$ cat src/design/uer_pkg.sv
// Shared widths, register indexes, reset values and conversion constants of the echo ranger.
package uer_pkg;

    // Stream payload widths, padded to whole bytes.
    localparam int IN_DATA_W  = 8;
    localparam int OUT_DATA_W = 40;

    // Configuration port.
    localparam int CFG_IDX_W  = 2;
    localparam int CFG_DATA_W = 20;

    localparam logic [CFG_IDX_W-1:0] CFG_TRIGGER_PERIOD = 2'd0;
    localparam logic [CFG_IDX_W-1:0] CFG_ECHO_TIMEOUT   = 2'd1;
    localparam logic [CFG_IDX_W-1:0] CFG_TRIGGER_PULSE  = 2'd2;
    localparam logic [CFG_IDX_W-1:0] CFG_NEAR_DISTANCE  = 2'd3;

    // Field and counter widths.
    localparam int PERIOD_W  = 20;
    localparam int TIMEOUT_W = 16;
    localparam int PULSE_W   = 8;
    localparam int DIST_W    = 14;
    localparam int ECHO_W    = 16;

    // Register reset values.
    localparam logic [PERIOD_W-1:0]  RST_TRIGGER_PERIOD = 20'd100000;
    localparam logic [TIMEOUT_W-1:0] RST_ECHO_TIMEOUT   = 16'd40000;
    localparam logic [PULSE_W-1:0]   RST_TRIGGER_PULSE  = 8'd10;
    localparam logic [DIST_W-1:0]    RST_NEAR_DISTANCE  = 14'd200;

    localparam logic [PERIOD_W-1:0] PERIOD_MAX     = {PERIOD_W{1'b1}};
    localparam logic [PULSE_W-1:0]  TRIG_LOW_TICKS = 8'd2;

    // Distance is pulse * 343 / 2000, done as a multiply by a rounded-up
    // reciprocal and a shift. With a 28-bit shift the rounding error stays
    // below 1/2000 for every 16-bit pulse, so the floor is exact.
    localparam longint unsigned SOUND_NUM   = 343;
    localparam longint unsigned SOUND_DEN   = 2000;
    localparam int              RECIP_SHIFT = 28;
    localparam int              RECIP_W     = 26;
    localparam longint unsigned RECIP_FULL  =
        ((SOUND_NUM << RECIP_SHIFT) + SOUND_DEN - 1) / SOUND_DEN;
    localparam logic [RECIP_W-1:0] DIST_RECIP = RECIP_W'(RECIP_FULL);
    localparam int              PROD_W      = ECHO_W + RECIP_W;

endpackage

$ cat src/design/ultrasonic_echo_ranger_core.sv
// Top level of the ultrasonic echo ranger: trigger sequencing, echo timing and result stream.
//
// The block is fed one transaction per microsecond tick on the s_axis channel; bit 0 of
// s_axis_tdata is the sampled echo pin level. For every accepted input transaction exactly
// one result transaction leaves on the m_axis channel, carrying the trigger pin level for
// that tick, the valid flag, the last distance in millimeters and echo width, a new-sample
// strobe, the obstacle-near flag and a timeout strobe.
// All work for one tick is combinational: the tick is accepted, the measurement state
// advances, and the result lands in the output register (skid register on a stall) at the
// same clock edge, one tick per cycle while the output stage is not full. The longest path
// is the 16 by 26 bit multiply from echo width to millimeters, followed by the near compare.
// A two-entry output stage (output register plus skid register) decouples the channels:
// s_axis_tready depends only on the skid register, so a stalled receiver costs nothing
// until both entries are full, and then input stops until the receiver takes a result.
// Reset (i_rst_n low, synchronous) returns the sequencer to idle, clears all counters and
// stored results, empties the output stage and loads the default register values.
// Configuration is written through i_cfg_wr_en, i_cfg_index and i_cfg_wr_data and takes
// effect on the next tick; it should only be written while no result is outstanding.
module ultrasonic_echo_ranger_core (
    input  logic                           i_clk,
    input  logic                           i_rst_n,
    // Configuration write port.
    input  logic                           i_cfg_wr_en,
    input  logic [uer_pkg::CFG_IDX_W-1:0]  i_cfg_index,
    input  logic [uer_pkg::CFG_DATA_W-1:0] i_cfg_wr_data,
    // Input tick stream.
    input  logic                           s_axis_tvalid,
    output logic                           s_axis_tready,
    // tdata fields from bit 0: echo_level[0], zero padding [7:1].
    input  logic [uer_pkg::IN_DATA_W-1:0]  s_axis_tdata,
    // Result stream.
    output logic                           m_axis_tvalid,
    input  logic                           m_axis_tready,
    // tdata fields from bit 0: trig_level[0], sample_valid[1], range_mm[15:2],
    // echo_pulse_us[31:16], new_sample[32], obstacle_near[33], timed_out[34],
    // zero padding [39:35].
    output logic [uer_pkg::OUT_DATA_W-1:0] m_axis_tdata
);

    // Sequencer phases.
    localparam logic [2:0] PH_IDLE      = 3'd0;
    localparam logic [2:0] PH_TRIG_LOW  = 3'd1;
    localparam logic [2:0] PH_TRIG_HIGH = 3'd2;
    localparam logic [2:0] PH_WAIT      = 3'd3;
    localparam logic [2:0] PH_CAPTURE   = 3'd4;

    // Configuration registers.
    logic [uer_pkg::PERIOD_W-1:0]  r_trigger_period;
    logic [uer_pkg::TIMEOUT_W-1:0] r_echo_timeout;
    logic [uer_pkg::PULSE_W-1:0]   r_trigger_pulse;
    logic [uer_pkg::DIST_W-1:0]    r_near_distance;

    // Measurement state.
    logic [2:0]                    r_phase,          n_phase;
    logic [uer_pkg::PERIOD_W-1:0]  r_period_count,   n_period_count;
    logic [uer_pkg::PULSE_W-1:0]   r_trig_count,     n_trig_count;
    logic [uer_pkg::TIMEOUT_W-1:0] r_wait_count,     n_wait_count;
    logic                          r_echo_prev;
    logic [uer_pkg::DIST_W-1:0]    r_distance_store, n_distance_store;
    logic [uer_pkg::ECHO_W-1:0]    r_pulse_store,    n_pulse_store;
    logic                          r_valid_flag,     n_valid_flag;

    // Output stage.
    logic                          r_out_valid;
    logic [uer_pkg::OUT_DATA_W-1:0] r_out_data;
    logic                          r_skid_valid;
    logic [uer_pkg::OUT_DATA_W-1:0] r_skid_data;

    logic                          w_accept;
    logic                          w_echo;
    logic                          w_rise;
    logic [uer_pkg::PULSE_W-1:0]   w_pulse_len;
    logic [uer_pkg::PULSE_W-1:0]   w_trig_inc;
    logic [uer_pkg::PROD_W-1:0]    w_dist_prod;
    logic                          w_trig;
    logic                          w_new_sample;
    logic                          w_timed_out;
    logic                          w_near;
    logic [uer_pkg::OUT_DATA_W-1:0] w_result;

    assign s_axis_tready = !r_skid_valid;
    assign w_accept      = s_axis_tvalid && s_axis_tready;
    assign w_echo        = s_axis_tdata[0];
    assign w_rise        = w_echo && !r_echo_prev;

    // A zero trigger width behaves as a one-tick pulse.
    assign w_pulse_len = (r_trigger_pulse == '0) ? uer_pkg::PULSE_W'(1) : r_trigger_pulse;

    // The pulse that gets stored is always the current wait count, so the
    // multiplier works straight from a register.
    assign w_dist_prod = uer_pkg::PROD_W'(r_wait_count) * uer_pkg::PROD_W'(uer_pkg::DIST_RECIP);

    always_comb begin
        n_phase          = r_phase;
        n_trig_count     = r_trig_count;
        n_wait_count     = r_wait_count;
        n_distance_store = r_distance_store;
        n_pulse_store    = r_pulse_store;
        n_valid_flag     = r_valid_flag;
        w_trig           = 1'b0;
        w_new_sample     = 1'b0;
        w_timed_out      = 1'b0;
        w_trig_inc       = '0;

        // Ticks since the last start, saturating.
        if (r_period_count == uer_pkg::PERIOD_MAX) begin
            n_period_count = r_period_count;
        end else begin
            n_period_count = r_period_count + 1'b1;
        end

        // Start a new measurement; this tick is already the first trigger-low tick.
        if ((r_phase == PH_IDLE) && (n_period_count >= r_trigger_period)) begin
            n_period_count = '0;
            n_trig_count   = '0;
            n_phase        = PH_TRIG_LOW;
        end

        case (n_phase)
            PH_TRIG_LOW: begin
                w_trig_inc = n_trig_count + 1'b1;
                if (w_trig_inc >= uer_pkg::TRIG_LOW_TICKS) begin
                    n_trig_count = '0;
                    n_phase      = PH_TRIG_HIGH;
                end else begin
                    n_trig_count = w_trig_inc;
                end
            end
            PH_TRIG_HIGH: begin
                w_trig     = 1'b1;
                w_trig_inc = n_trig_count + 1'b1;
                if (w_trig_inc >= w_pulse_len) begin
                    n_trig_count = '0;
                    n_wait_count = '0;
                    n_phase      = PH_WAIT;
                end else begin
                    n_trig_count = w_trig_inc;
                end
            end
            PH_WAIT: begin
                if (!w_rise) begin
                    // Still waiting for the echo to rise.
                    if (r_wait_count >= r_echo_timeout) begin
                        n_valid_flag = 1'b0;
                        w_timed_out  = 1'b1;
                        n_phase      = PH_IDLE;
                    end else begin
                        n_wait_count = r_wait_count + 1'b1;
                    end
                end else if (r_echo_timeout == '0) begin
                    // Rising tick with a zero timeout: the pulse is already too long.
                    n_valid_flag = 1'b0;
                    w_timed_out  = 1'b1;
                    n_phase      = PH_IDLE;
                end else begin
                    // The rising tick is the first counted tick of the pulse.
                    n_wait_count = uer_pkg::TIMEOUT_W'(1);
                    n_phase      = PH_CAPTURE;
                end
            end
            PH_CAPTURE: begin
                if (w_echo) begin
                    if (r_wait_count >= r_echo_timeout) begin
                        n_valid_flag = 1'b0;
                        w_timed_out  = 1'b1;
                        n_phase      = PH_IDLE;
                    end else begin
                        n_wait_count = r_wait_count + 1'b1;
                    end
                end else begin
                    // Falling edge: store the width and its distance.
                    n_pulse_store    = r_wait_count;
                    n_distance_store = w_dist_prod[uer_pkg::RECIP_SHIFT +: uer_pkg::DIST_W];
                    n_valid_flag     = 1'b1;
                    w_new_sample     = 1'b1;
                    n_phase          = PH_IDLE;
                end
            end
            default: begin
                n_phase = PH_IDLE;
            end
        endcase
    end

    assign w_near = n_valid_flag && (n_distance_store < r_near_distance);

    assign w_result = {5'b0, w_timed_out, w_near, w_new_sample,
                       n_pulse_store, n_distance_store, n_valid_flag, w_trig};

    // Configuration writes.
    always_ff @(posedge i_clk) begin
        if (!i_rst_n) begin
            r_trigger_period <= uer_pkg::RST_TRIGGER_PERIOD;
            r_echo_timeout   <= uer_pkg::RST_ECHO_TIMEOUT;
            r_trigger_pulse  <= uer_pkg::RST_TRIGGER_PULSE;
            r_near_distance  <= uer_pkg::RST_NEAR_DISTANCE;
        end else if (i_cfg_wr_en) begin
            case (i_cfg_index)
                uer_pkg::CFG_TRIGGER_PERIOD: begin
                    r_trigger_period <= i_cfg_wr_data[uer_pkg::PERIOD_W-1:0];
                end
                uer_pkg::CFG_ECHO_TIMEOUT: begin
                    r_echo_timeout <= i_cfg_wr_data[uer_pkg::TIMEOUT_W-1:0];
                end
                uer_pkg::CFG_TRIGGER_PULSE: begin
                    r_trigger_pulse <= i_cfg_wr_data[uer_pkg::PULSE_W-1:0];
                end
                uer_pkg::CFG_NEAR_DISTANCE: begin
                    r_near_distance <= i_cfg_wr_data[uer_pkg::DIST_W-1:0];
                end
                default: begin
                end
            endcase
        end
    end

    // Measurement state advances once per accepted tick.
    always_ff @(posedge i_clk) begin
        if (!i_rst_n) begin
            r_phase          <= PH_IDLE;
            r_period_count   <= '0;
            r_trig_count     <= '0;
            r_wait_count     <= '0;
            r_echo_prev      <= 1'b0;
            r_distance_store <= '0;
            r_pulse_store    <= '0;
            r_valid_flag     <= 1'b0;
        end else if (w_accept) begin
            r_phase          <= n_phase;
            r_period_count   <= n_period_count;
            r_trig_count     <= n_trig_count;
            r_wait_count     <= n_wait_count;
            r_echo_prev      <= w_echo;
            r_distance_store <= n_distance_store;
            r_pulse_store    <= n_pulse_store;
            r_valid_flag     <= n_valid_flag;
        end
    end

    // Output register with skid entry. Input is refused only while the skid
    // entry holds a result, so no accepted transaction can be dropped.
    always_ff @(posedge i_clk) begin
        if (!i_rst_n) begin
            r_out_valid  <= 1'b0;
            r_skid_valid <= 1'b0;
        end else if (!r_out_valid || m_axis_tready) begin
            if (r_skid_valid) begin
                r_out_valid  <= 1'b1;
                r_skid_valid <= 1'b0;
            end else begin
                r_out_valid <= w_accept;
            end
        end else if (w_accept) begin
            r_skid_valid <= 1'b1;
        end
    end

    always_ff @(posedge i_clk) begin
        if (!r_out_valid || m_axis_tready) begin
            if (r_skid_valid) begin
                r_out_data <= r_skid_data;
            end else if (w_accept) begin
                r_out_data <= w_result;
            end
        end else if (w_accept) begin
            r_skid_data <= w_result;
        end
    end

    assign m_axis_tvalid = r_out_valid;
    assign m_axis_tdata  = r_out_data;

endmodule
$ cat config.mk
export PLATFORM = sky130hd
export DESIGN_NAME = ultrasonic_echo_ranger_core
export DESIGN_NICKNAME = d
export VERILOG_FILES = /design/src/design/uer_pkg.sv /design/src/design/ultrasonic_echo_ranger_core.sv
export SDC_FILE = /design/constraint.sdc
export NUM_CORES = 1
export LEC_CHECK = 0
export CAP_MARGIN = 10
export CORE_MARGIN = 3
export CORE_UTILIZATION = 59
export CTS_CLUSTER_SIZE = 25
export DETAILED_ROUTE_END_ITERATION = 6
export DONT_BUFFER_PORTS = 1
export PLACE_DENSITY_LB_ADDON = 0.15
export SYNTH_ARGS = -nofsm -noshare
export SYNTH_HDL_FRONTEND = slang
export SYNTH_SLANG_ARGS = --single-unit
$ cat constraint.sdc
create_clock -name i_clk -period 12 [get_ports i_clk]
set_clock_uncertainty 0.2 [all_clocks]
set_input_delay 2.4 -clock i_clk [delete_from_list [all_inputs] [get_ports i_clk]]
set_output_delay 2.4 -clock i_clk [all_outputs]
set_load 0.01 [all_outputs]
==> flow_results.org, run 1 <==
** Job
- Max-cap viol count :: 0

** GRT
- Vias in the first global route :: 12.8k
- The first global-routing pass estimated 65.6 mm of wire.
- Global routing used 26.2% of the available tracks across all layers.
- Overall overflow remaining after global route :: 0
- Largest net degree at the start of global routing :: 135
- Number of antenna violations at the first check in global routing :: 0

** Synth
- Number of instances in the synthesized netlist :: 1806
- Ranked by total cell area, the synthesized netlist is headed by sky130_fd_sc_hd__fa_1, sky130_fd_sc_hd__dfxtp_1, sky130_fd_sc_hd__ha_1, sky130_fd_sc_hd__edfxtp_1, sky130_fd_sc_hd__inv_1.
- Library cell with the largest summed area after synthesis :: sky130_fd_sc_hd__fa_1
- After synthesis, the netlist uses 71 different library cells.
- After synthesis, flip-flops and latches occupy 28.4% of the total area.
- Top cell type's share of synthesized area :: 17.5%
- Synthesized cell area :: 17200 um2
- Synthesis warning total :: 0
- Synthesis inferred 209 register bits.
- Counting flops with a built-in enable in the synthesized netlist gives 70.
- Most common cell in the netlist :: sky130_fd_sc_hd__inv_1
- A synthesized cell averages 9.52 um2.
- For this run, the leading register cell type out of synthesis is sky130_fd_sc_hd__dfxtp_1.
- By count the netlist is led by sky130_fd_sc_hd__inv_1, sky130_fd_sc_hd__ha_1, sky130_fd_sc_hd__nand2_1.
- Proportion of synthesized flip-flops having asynchronous set or reset :: 0%

** Final layout
- The net count of the finished layout is 2176.
- The finished layout holds 2173 standard cells, fillers aside.
- Summing all flip-flop and latch instances after layout gives 4880 um2.
- Proportion of layout cells with a drive suffix above 1 :: 5.74%
- The repair_antennas step left the layout with diodes totalling 0.
- Area of combinational cells with multiple inputs :: 11100 um2
- Compared with the post-synthesis result, the final layout area differs by 6.83%.
- Number of fill cells :: 2330

** Timing
- The worst pin sits at a relative slew slack of 32.1%.
- Final hold viol count :: 0
- Setup violations, final :: 0
- Min Clock Period, post-route :: 8.40 ns
- Actual slew at the worst max-slew pin :: 1.01 ns
- Aggregate negative setup slack :: 0 ns
- The final number of max-transition violations came to 0.
- Timing-limited maximum frequency :: 119 MHz
- Setup repair after global routing left no endpoint under its margin.
- Final hold analysis gives a worst-case slack of 0.262 ns.
- Ratio of final minimum period to clock period :: 70.0%

** Setup path
- Worst reg-to-reg path cell count :: 27
- Launch instance of the worst register-to-register path :: r_wait_count[5]
- Worst Path Max Fanout :: 9
- Setup slack on the worst reg-to-reg path comes out at 3.60 ns.
- In this run the critical register-to-register path is captured at m_axis_tdata[33].
- Worst Path Arrival :: 8.44 ns
- Data on the critical path is required at its endpoint by 12.04 ns.
- STA classifies the critical path endpoint as a flop.
- Tracing the worst setup path back leads to its startpoint at r_wait_count[5].
- The most critical setup path has its endpoint at m_axis_tdata[33].
- STA classifies the critical path startpoint as a flop.
- The setup path with the least slack is of type flop to flop.

** Drt
- Dividing the detail-routed via count by the number of cells gives 5.74.
- Via Count :: 12.5k
- For this run, the detailed router's first-pass iteration total came to 5.
- In this run the remaining antenna-violating nets after routing total 0.
- For this block, the routed nets add up to 39.3 mm of wire.
- Dividing the detail-routed wire length by the instance count gives 18.1 um.
- DRC violations left :: 0
- Initial detailed-routing violation count :: 780

** Clock tree
- Clock slew at reported path FFs :: 0.06 ns
- Buffer cell driving the clock tree root :: sky130_fd_sc_hd__clkbuf_16
- After clock tree synthesis, the repair step resized 0 gates.
- Buffers inserted during clock tree synthesis total 25.
- Clock latency on the worst-skew pair, taken at its later pin, is 0.52 ns.
- Number of hold buffers added after CTS :: 0
- Once the clock tree was built, the setup fixing pass inserted 0 buffers.
- TritonCTS built the clock tree.
- In this run the number of H-tree levels came out at 1.
- The longest clock path from root to sink contains 3 buffers.
- The clock drives 209 sinks.

** Floorplanning
- Number of placement rows :: 61
- The die covers 31200 um2.
- Area of the core :: 28200 um2
- Measured along the x axis, the die boundary spans 177 um.
- Measured along the y axis, the die boundary spans 177 um.
- Io pins :: 77
- The initial utilization of the core area, before any placement, comes to 60.9%.

** Placed design
- The wire-length estimate of the detail-placed layout is 30.2 mm.
- Number of input and output port buffers inserted :: 0
- The number of placed instances, taps included, is 2127.
- Routability-driven placement finished with a final weighted congestion of 0.935.

** Worst hold path
- The worst hold path belongs to the class flop to flop.

** Pwr
- Peak supply drop :: 0.0000904 V
- Summing internal, switching and leakage power gives 1.66 mW.
- Power spread over the standard cell area amounts to 90.1 nW/um2.
- The analysis attributes to cell leakage a power of 8.99 nW.

** Status
- The flow ran to the end, and the final reports show no timing, DRC or antenna violations.
area by class of cell:
| class | instances | area share (%) |
|---|---|---|
| clock buffer | 30 | 3.67 |
| sequential | 209 | 26.6 |
| clock inverter | 16 | 1.11 |
| inverter | 269 | 5.50 |
| timing repair buffer | 8 | 0.327 |
| tap | 378 | 2.58 |
| multi-input combinational | 1263 | 60.2 |
registers in the layout (all words and copies together) (netlist names):
signal and count:
r_valid_flag 1, r_echo_timeout 16, r_distance_store 14, r_skid_data 35, r_phase 3, m_axis_tvalid 1
r_wait_count 16, r_trigger_pulse 8, r_pulse_store 16, r_trig_count 8, r_skid_valid 1, r_period_count 20
m_axis_tdata 35, r_trigger_period 20, r_near_distance 14, r_echo_prev 1
cell usage in the layout (no fill, tap or decap), drive strengths merged, types with 5 or more instances in the layout:
master / count
a21boi: 62
a21o: 38
a21oi: 51
a22oi: 6
a31oi: 7
and2: 12
and3: 19
and4: 5
buf: 8
clkbuf: 30
clkinv: 8
conb: 5
dfxtp: 139
edfxtp: 70
fa: 150
ha: 215
inv: 272
mux2: 29
nand2: 208
nand2b: 15
nand3: 43
nand3b: 6
nand4: 25
nor2: 87
nor2b: 15
nor3: 14
nor3b: 20
nor4: 11
o211ai: 24
o21a: 9
o21ai: 61
o31ai: 11
or2: 7
or3: 5
xnor2: 34
xor2: 17
how the worst min path moves through the flow:
stage	cells after the start	endpoint	slack (ns)	start
after global placement	2	r_trigger_period[11]	0.25	r_trigger_period[11]
after detailed placement	2	r_trigger_period[13]	0.26	r_trigger_period[13]
final	2	r_near_distance[4]	0.26	r_near_distance[4]
after global routing	2	r_near_distance[4]	0.29	r_near_distance[4]
after floorplan	2	r_near_distance[13]	0.24	r_near_distance[13]
after CTS	2	r_trigger_period[13]	0.27	r_trigger_period[13]
metrics by stage:
stage          area, um2  util, %  setup WS, ns
2_1_floorplan      17200        -          4.91
3_3_place_gp       17500     61.9          3.74
3_5_place_dp       17500     61.9          3.64
4_1_cts            18400     65.0          3.61
5_1_grt            18400     65.0          3.04
6_report           18400     65.0          3.60
layer usage:
| layer | part of all wire [%] | routed length [um] | track usage, % | up-vias |
|---|---|---|---|---|
| li1 | - | - | - | 6012 |
| met1 | 44 | 17400 | 35.8 | 6018 |
| met5 | 0 | 0 | 0 | - |
| met3 | 6.5 | 2570 | 4.59 | 82 |
| met4 | 2.6 | 1020 | 6.19 | 0 |
| met2 | 47 | 18400 | 43.8 | 367 |
where the power goes:
part	total [mW]	switching (mW)	internal, mW
clock network	0.805	0.314	0.491
registers	0.773	0.0156	0.758
logic	0.0764	0.0460	0.0303
total	1.66	0.376	1.28
kinds of logic (layout without fill, tap and decap cells):
family                   after synthesis  after routing  share of synthesized area [%]
XOR/XNOR                              51             51                           2.60
multiplexers                          31             31                           2.02
buffers and inverters                338            323                           7.50
flip-flops                           209            209                           28.4
other                                  1              5                         0.0218
AO/OA/AOI/OAI                        309            309                           12.3
adder cells (fa/ha/maj)              365            365                           33.1
AND/OR/NAND/NOR                      502            502                           14.0
critical path: stages (launching register included):
cell and delay, ns:
sky130_fd_sc_hd__dfxtp_1 0.62, sky130_fd_sc_hd__inv_1 0.24, sky130_fd_sc_hd__ha_1 0.52, sky130_fd_sc_hd__inv_1 0.11
sky130_fd_sc_hd__fa_1 0.44, sky130_fd_sc_hd__fa_1 0.52, sky130_fd_sc_hd__fa_1 0.46, sky130_fd_sc_hd__fa_1 0.56
sky130_fd_sc_hd__inv_1 0.06, sky130_fd_sc_hd__fa_1 0.54, sky130_fd_sc_hd__inv_1 0.05, sky130_fd_sc_hd__ha_1 0.30
sky130_fd_sc_hd__nand4_1 0.13, sky130_fd_sc_hd__nor3_1 0.20, sky130_fd_sc_hd__o2bb2ai_1 0.21, sky130_fd_sc_hd__nor4_2 0.12
sky130_fd_sc_hd__o41ai_4 0.70, sky130_fd_sc_hd__a21oi_1 0.24, sky130_fd_sc_hd__o21ai_0 0.25, sky130_fd_sc_hd__xnor2_1 0.27
sky130_fd_sc_hd__o21ai_0 0.21, sky130_fd_sc_hd__ha_1 0.34, sky130_fd_sc_hd__and4_1 0.21, sky130_fd_sc_hd__nand2_1 0.06
sky130_fd_sc_hd__nor4_1 0.18, sky130_fd_sc_hd__o21ai_0 0.16, sky130_fd_sc_hd__nand2_1 0.13, sky130_fd_sc_hd__o31ai_1 0.08
Power figures use the tool's default switching activity.
==> run 2, diff against run 1 <==
==> constraint.sdc (replaced) <==
create_clock -name i_clk -period 7.8 [get_ports i_clk]
set_clock_uncertainty 0.2 [all_clocks]
set_input_delay 1.56 -clock i_clk [delete_from_list [all_inputs] [get_ports i_clk]]
set_output_delay 1.56 -clock i_clk [all_outputs]
set_load 0.01 [all_outputs]
==> flow_results.org, run 2 (synthesis results as in run 1) <==
** Job
- Max-cap viol count :: 0 (unchanged)

** Drt
- Wire length after detailed routing :: 41.3 mm (+4.9%)
- The length of the first detailed-routing pass in iterations is 5 (unchanged).
- DRC violations left :: 0 (unchanged)
- Via Count :: 12.7k (+2.1%)
- The vias per cell came to 5.69 (-0.83%).
- DR WL/cell :: 18.4 um (+1.9%)
- Remaining number of nets flagged by the antenna check after routing :: 0 (unchanged)
- The number of DRC violations after detailed-routing iteration 0 was 820 (+5.1%).

** Placed design
- Number of input and output port buffers inserted :: 0 (unchanged)
- The global placement routability congestion is 0.937 (+0.19%).
- The worst setup timing slack at the placement stage is 0.0130 ns (-3.63 ns).
- The placement-stage cell area came to 18000 um2 (+2.8%).
- The half-perimeter wire length after placement is 32.1 mm (+6.3%).

** Pwr
- Clock network fraction of total power :: 44.8% (-3.9 points)
- Switching power share of the total :: 23.3% (+0.55 points)
- The maximum vdd ir drop was 0.000162 V (+79%).
- Cell leakage power :: 9.29 nW (+3.3%)
- The share of power burned in registers is 50.2% (+3.5 points).
- The internal power is 1.82 mW (+42%).
- Share of total power in combinational logic :: 5.1% (+0.5 points)
- Sw power :: 0.552 mW (+47%)
- Power density relative to cell area :: 126 nW/um2 (+40%)

** Clock tree
- Largest buffer count on any clock path :: 3 (unchanged)
- The depth of the CTS H-tree was 1 (unchanged).
- The hold buffer count at CTS was 0 (unchanged).
- TritonCTS built the clock tree.
- The CTS clock-pin slew for the worst setup and hold paths came to 0.06 ns (about the same).
- The total number of clock tree sinks was 209 (unchanged).
- The worst-skew pair later-pin latency came to 0.53 ns (about the same).
- Buffer cell driving the clock tree root :: sky130_fd_sc_hd__clkbuf_16
- Number of buffers created by CTS :: 23 (-8.0%)

** Timing
- Max transition margin :: 33.1% (+1.0 points)
- The top achievable clock speed came to 133 MHz (+12%).
- The final number of max-transition violations came to 0 (unchanged).
- Aggregate negative setup slack :: 0 ns (unchanged)
- The final critical delay including setup and external delays is 7.52 ns (-0.875 ns).
- The slack of the critical path came to 0.276 ns (-3.33 ns).
- The final-report hold violation count was 0 (unchanged).
- Actual slew at the worst max-slew pin :: 1.00 ns (-0.0115 ns)
- Setup repair after global routing missed its margin :: false
- Setup violations, final :: 0 (unchanged)
- The share of the cycle needed by the critical path after routing came to 96.5% (+26 points).
- Worst hold slack :: 0.260 ns (-0.00231 ns)

** Setup path
- Worst Path Max Fanout :: 5 (-4)
- Type of origin of the critical path :: flop
- The worst path arrival time came to 7.67 ns (-0.77 ns).
- In this design, the critical path's most frequently occurring cell is sky130_fd_sc_hd__fa_1.
- Dominant delay contributor by cell family on the critical path :: adder cells
- The worst path buffer plus inverter count is 5 (+1).
- CP peak stage delay :: 0.62 ns (-0.08 ns)
- The worst path required time came to 7.94 ns (-4.10 ns).
- The critical path is of the flop to flop type.
- Endpoint class of the critical path :: flop
- For this design, the slowest cell found on the critical path is sky130_fd_sc_hd__fa_1.

** GRT
- Largest net degree at the start of global routing :: 135 (unchanged)
- The via count of the first global-routing pass is 13.0k (+1.5%).
- Wire length of the first global-routing pass :: 67.5 mm (+2.9%)
- The initial antenna violation count is 1 (+1).
- The global router's overall resource usage came to 27.1% (+0.88 points).
- The total grt overflow was 0 (unchanged).

** Status
- Outcome :: complete, no violations

** Floorplanning
- The total I/O pin count came to 77 (unchanged).
- Die boundary height :: 177 um (unchanged)
- Number of placement rows :: 61 (unchanged)
- The die width came to 177 um (unchanged).
- The starting density of the core was 60.9% (unchanged).
- The area of the die came to 31200 um2 (unchanged).
- Area of the core :: 28200 um2 (unchanged)

** Final layout
- Post-layout instance area :: 18800 um2 (+2.5%)
- The library cell used most frequently in the layout, excluding fill and tap cells, is sky130_fd_sc_hd__inv_1.
- Relative to the synthesized area, the layout overhead comes to 9.48%.
- The library cells used most frequently in the layout, excluding fill and tap cells, are sky130_fd_sc_hd__inv_1, sky130_fd_sc_hd__ha_1, sky130_fd_sc_hd__nand2_1, sky130_fd_sc_hd__fa_1, sky130_fd_sc_hd__dfxtp_1.
- Proportion of layout cells with a drive suffix above 1 :: 9.84% (+4.1 points)
- The antenna diode count came to 0 (unchanged).
- Final layout net count :: 2243 (+3.1%)

** Worst hold path
- Classification of the worst-slack hold path :: flop to flop
run 2: what timing repair did:
action / CTS / global route
endpoints found under the setup margin: 1 / 2
pin swaps: 1 / 6
setup buffers: 1 / 3
gates resized for setup: 0 / 22
run 2: per-layer routing:
metal  GRT usage [%]  share of wire (%)  vias to the layer above
li1                -                  -                     6145
met1            37.0                 44                     6141
met2            45.0                 47                      375
met3            4.91                6.5                       82
met4            6.48                2.7                        2
met5               0              0.031                        -
run 2: layout make-up:
cell class                 instances  area (um2)
multi-input combinational       1263       11100
sequential                       209        4890
clock buffer                      27         621
tap                              378         473
clock inverter                    15         114
inverter                         269        1010
fill                            2269        9420
timing repair buffer              77         582
run 2: through the flow:
stage / cells / util [%] / power (mW)
global placement: 2192 / 63.6 / 1.33
CTS: 2235 / 66.3 / 2.39
floorplan: 1810 / - / 1.31
detailed placement: 2192 / 63.6 / 1.33
finish: 2238 / 66.7 / 2.37
global route: 2238 / 66.7 / 2.45
run 2: worst paths after layout:
path                                      startpoint              endpoint  slack (ns)  cells past startpoint
worst max register to register       r_wait_count[4]      m_axis_tdata[33]        0.28                     26
worst min-delay path            r_trigger_period[14]  r_trigger_period[14]        0.26                      2
worst min register to register  r_trigger_period[14]  r_trigger_period[14]        0.26                      2
worst max-delay path                 r_wait_count[4]      m_axis_tdata[33]        0.28                     26
run 2: worst reg2reg max path: stages, from the launching register on:
cell and delay [ns]:
sky130_fd_sc_hd__dfxtp_1 0.38, sky130_fd_sc_hd__fa_1 0.62, sky130_fd_sc_hd__inv_2 0.09, sky130_fd_sc_hd__fa_1 0.59, sky130_fd_sc_hd__inv_1 0.07, sky130_fd_sc_hd__fa_1 0.52
sky130_fd_sc_hd__fa_1 0.45, sky130_fd_sc_hd__fa_1 0.54, sky130_fd_sc_hd__inv_1 0.05, sky130_fd_sc_hd__fa_1 0.55, sky130_fd_sc_hd__inv_1 0.08, sky130_fd_sc_hd__ha_1 0.33
sky130_fd_sc_hd__a21o_1 0.19, sky130_fd_sc_hd__o211ai_1 0.16, sky130_fd_sc_hd__nand2_1 0.09, sky130_fd_sc_hd__a21oi_2 0.23, sky130_fd_sc_hd__o41ai_4 0.12, sky130_fd_sc_hd__buf_6 0.16
sky130_fd_sc_hd__a31oi_4 0.23, sky130_fd_sc_hd__o21ai_0 0.14, sky130_fd_sc_hd__a221o_1 0.40, sky130_fd_sc_hd__ha_1 0.30, sky130_fd_sc_hd__a21o_1 0.16, sky130_fd_sc_hd__a21o_1 0.17
sky130_fd_sc_hd__a21oi_1 0.18, sky130_fd_sc_hd__o211ai_1 0.15, sky130_fd_sc_hd__o31ai_1 0.23
run 2: power groups by stage:
stage | clock network, mW | registers, mW | logic [mW]
CTS | 1.08 | 1.19 | 0.121
detailed placement | 0 | 1.21 | 0.120
global route | 1.12 | 1.19 | 0.136
global placement | 0 | 1.21 | 0.115
floorplan | 0 | 1.21 | 0.101
finish | 1.06 | 1.19 | 0.120
==> run 3, diff against run 2 <==
--- a/config.mk
+++ b/config.mk
@@ -6,11 +6,11 @@
 export NUM_CORES = 1
 export LEC_CHECK = 0
 export CAP_MARGIN = 10
-export CORE_MARGIN = 3
-export CORE_UTILIZATION = 59
+export CORE_UTILIZATION = 50
 export CTS_CLUSTER_SIZE = 25
 export DETAILED_ROUTE_END_ITERATION = 6
 export DONT_BUFFER_PORTS = 1
+export MAX_ROUTING_LAYER = met4
 export PLACE_DENSITY_LB_ADDON = 0.15
 export SYNTH_ARGS = -nofsm -noshare
 export SYNTH_HDL_FRONTEND = slang
==> flow_results.org, run 3 (synthesis results as in run 1) <==
** Status
- Outcome :: complete, no violations

** Clock tree
- H-tree levels :: 1 (unchanged)
- The CTS clock-pin slew for the worst setup and hold paths was 0.06 ns (about the same).
- Buffer cell driving the clock tree root :: sky130_fd_sc_hd__clkbuf_16
- The worst-skew pair later-pin latency came to 0.54 ns (about the same).
- TritonCTS built the clock tree.
- The hold buffer count at CTS came to 0 (unchanged).
- The CTS buffer count is 25 (+8.7%).
- The number of buffers on the longest clock path is 3 (unchanged).
- The total number of clock tree sinks was 209 (unchanged).

** Timing
- Setup violations, final :: 0 (unchanged)
- The share of the cycle needed by the critical path after routing came to 96.7% (+0.21 points).
- The worst hold slack across all endpoints came to 0.259 ns (-0.000709 ns).
- The worst max-slew margin expressed relative to the limit came to 33.7% (+0.61 points).
- The final critical delay including setup and external delays came to 7.54 ns (+0.0165 ns).
- Final hold viol count :: 0 (unchanged)
- Setup repair after global routing missed its margin :: true
- Timing-limited maximum frequency :: 133 MHz (-0.22%)
- Actual slew at the worst max-slew pin :: 0.992 ns (-0.00918 ns)
- The final number of max-transition violations was 0 (unchanged).

** Floorplanning
- Io pins :: 77 (unchanged)
- The overall die height is 187 um (+6.1%).
- Number of placement rows :: 67 (+9.8%)
- The area of the die was 35100 um2 (+13%).
- The starting density of the core was 51.0% (-9.9 points).
- Area of the core :: 33700 um2 (+19%)
- Width of the die :: 187 um (+6.1%)

** Job
- Max-cap viol count :: 0 (unchanged)

** Drt
- The via count came to 12.6k (-1.1%).
- DR WL/cell :: 18.0 um (-2.5%)
- Initial detailed-routing violation count :: 707 (-14%)
- The final routed DRC violation total is 0 (unchanged).
- Avg Vias per Cell :: 5.44 (-4.5%)
- Remaining number of nets flagged by the antenna check after routing :: 0 (unchanged)
- The routed wire length is 41.6 mm (+0.86%).
- Length of the first detailed-routing pass in iterations :: 4 (-1)

** GRT
- The total grt overflow was 0 (unchanged).
- Wire length of the first global-routing pass :: 69.1 mm (+2.3%)
- The via count of the first global-routing pass was 13.0k (-0.062%).
- GRT Total Usage :: 25.5% (-1.6 points)
- Largest net degree at the start of global routing :: 135 (unchanged)
- Number of antenna violations at the first check in global routing :: 0 (-1)

** Final layout
- Proportion of layout cells with a drive suffix above 1 :: 9.80% (-0.037 points)
- The library cell used most frequently in the layout, excluding fill and tap cells, is sky130_fd_sc_hd__inv_1.
- The post-layout net count was 2249 (+0.27%).
- The cell area after layout came to 19000 um2 (+1.0%).
- The library cells used most frequently in the layout, excluding fill and tap cells, are sky130_fd_sc_hd__inv_1, sky130_fd_sc_hd__ha_1, sky130_fd_sc_hd__nand2_1, sky130_fd_sc_hd__fa_1, sky130_fd_sc_hd__dfxtp_1.
- The area growth from synthesis to layout is 10.6%.

** Placed design
- The placement-stage cell area was 18100 um2 (+0.88%).
- The global placement routability congestion came to 0.916 (-2.3%).
- The number of port buffers was 0 (unchanged).
- Half-perimeter wire length of the detailed placement result :: 32.5 mm (+1.2%)

** Setup path
- Worst Setup Path Type :: flop to flop
- The worst stage delay on the critical path was 0.56 ns (-0.06 ns).
- Worst Path Max Fanout :: 10 (+5)
- Slowest cell on the critical path :: sky130_fd_sc_hd__fa_1
- STA classifies the critical path endpoint as a flop.
- STA classifies the critical path startpoint as a flop.
- The worst path required time was 7.84 ns (-0.10 ns).
- Worst Path Arrival :: 7.58 ns (-0.09 ns)

** Pwr
- Power density relative to cell area :: 129 nW/um2 (+2.4%)
- Peak supply drop :: 0.000176 V (+8.8%)
- The overall power of the completed layout was 2.46 mW (+3.5%).
- The leakage power came to 9.34 nW (+0.53%).

** Worst hold path
- The tightest min-delay check is of the flop to flop type.
-- run 3: cell count changes in the layout (fill, tap and decap cells not counted), moves of 3 or more --
cell                       change
sky130_fd_sc_hd__clkbuf_1      +4
sky130_fd_sc_hd__o21ai_0       -4
sky130_fd_sc_hd__o21ai_1       +4
sky130_fd_sc_hd__buf_4         +3
sky130_fd_sc_hd__clkinv_2      -3
-- run 3: power breakdown --
group | leakage, nW | internal (mW) | switching, mW | total [mW]
logic | 7.14 | 0.0483 | 0.0722 | 0.120
clock network | 0.391 | 0.672 | 0.473 | 1.15
registers | 1.81 | 1.17 | 0.0237 | 1.19
-- run 3: final cells by class --
class	count	area [um2]
Inverter	269	1010
Clock inverter	10	90.1
Multi-Input combinational cell	1263	11100
Tap cell	448	561
Sequential cell	209	4890
Antenna cell	1	2.50
Fill cell	3014	14700
Timing Repair Buffer	81	633
Clock buffer	35	713
-- run 3: path summary, 6_finish.rpt --
kind / from / slack [ns] / cells after the start / to
setup reg to reg: r_wait_count[7] / 0.26 / 27 / m_axis_tdata[33]
setup / recovery: r_wait_count[7] / 0.26 / 27 / m_axis_tdata[33]
hold reg to reg: r_trigger_period[17] / 0.26 / 2 / r_trigger_period[17]
hold / removal: r_trigger_period[17] / 0.26 / 2 / r_trigger_period[17]
-- run 3: repair_timing --
item                                    CTS  global route
resized for setup                         0            20
buffers inserted                          0             2
endpoints found under the setup margin    0            24
-- run 3: layer usage --
metal	routed length, um	track usage (%)	up-vias	share of wire, %
met5	0	-	-	0
li1	-	-	6173	-
met3	2130	4.33	49	5.1
met4	675	4.91	0	1.6
met1	19500	34.3	6142	47
met2	19300	40.6	235	46
-- run 3: stage by stage --
stage,setup slack (ns),setup TNS [ns],utilization (%),instances
after floorplan,0.714,0,-,1810
after global placement,0.165,0,53.8,2268
after detailed placement,0.0813,0,53.8,2268
after CTS,0.0202,0,56.2,2313
after global routing,-0.0972,-0.121,56.4,2315
final,0.260,0,56.4,2316
-- run 3: critical path: cells and delay by family, from the launching register on --
| family | cells | cell delay (ns) |
|---|---|---|
| fa+ha+maj | 8 | 3.52 |
| compound gates | 7 | 1.30 |
| buf+inv | 6 | 0.84 |
| simple gates | 6 | 1.00 |
| flops | 1 | 0.36 |
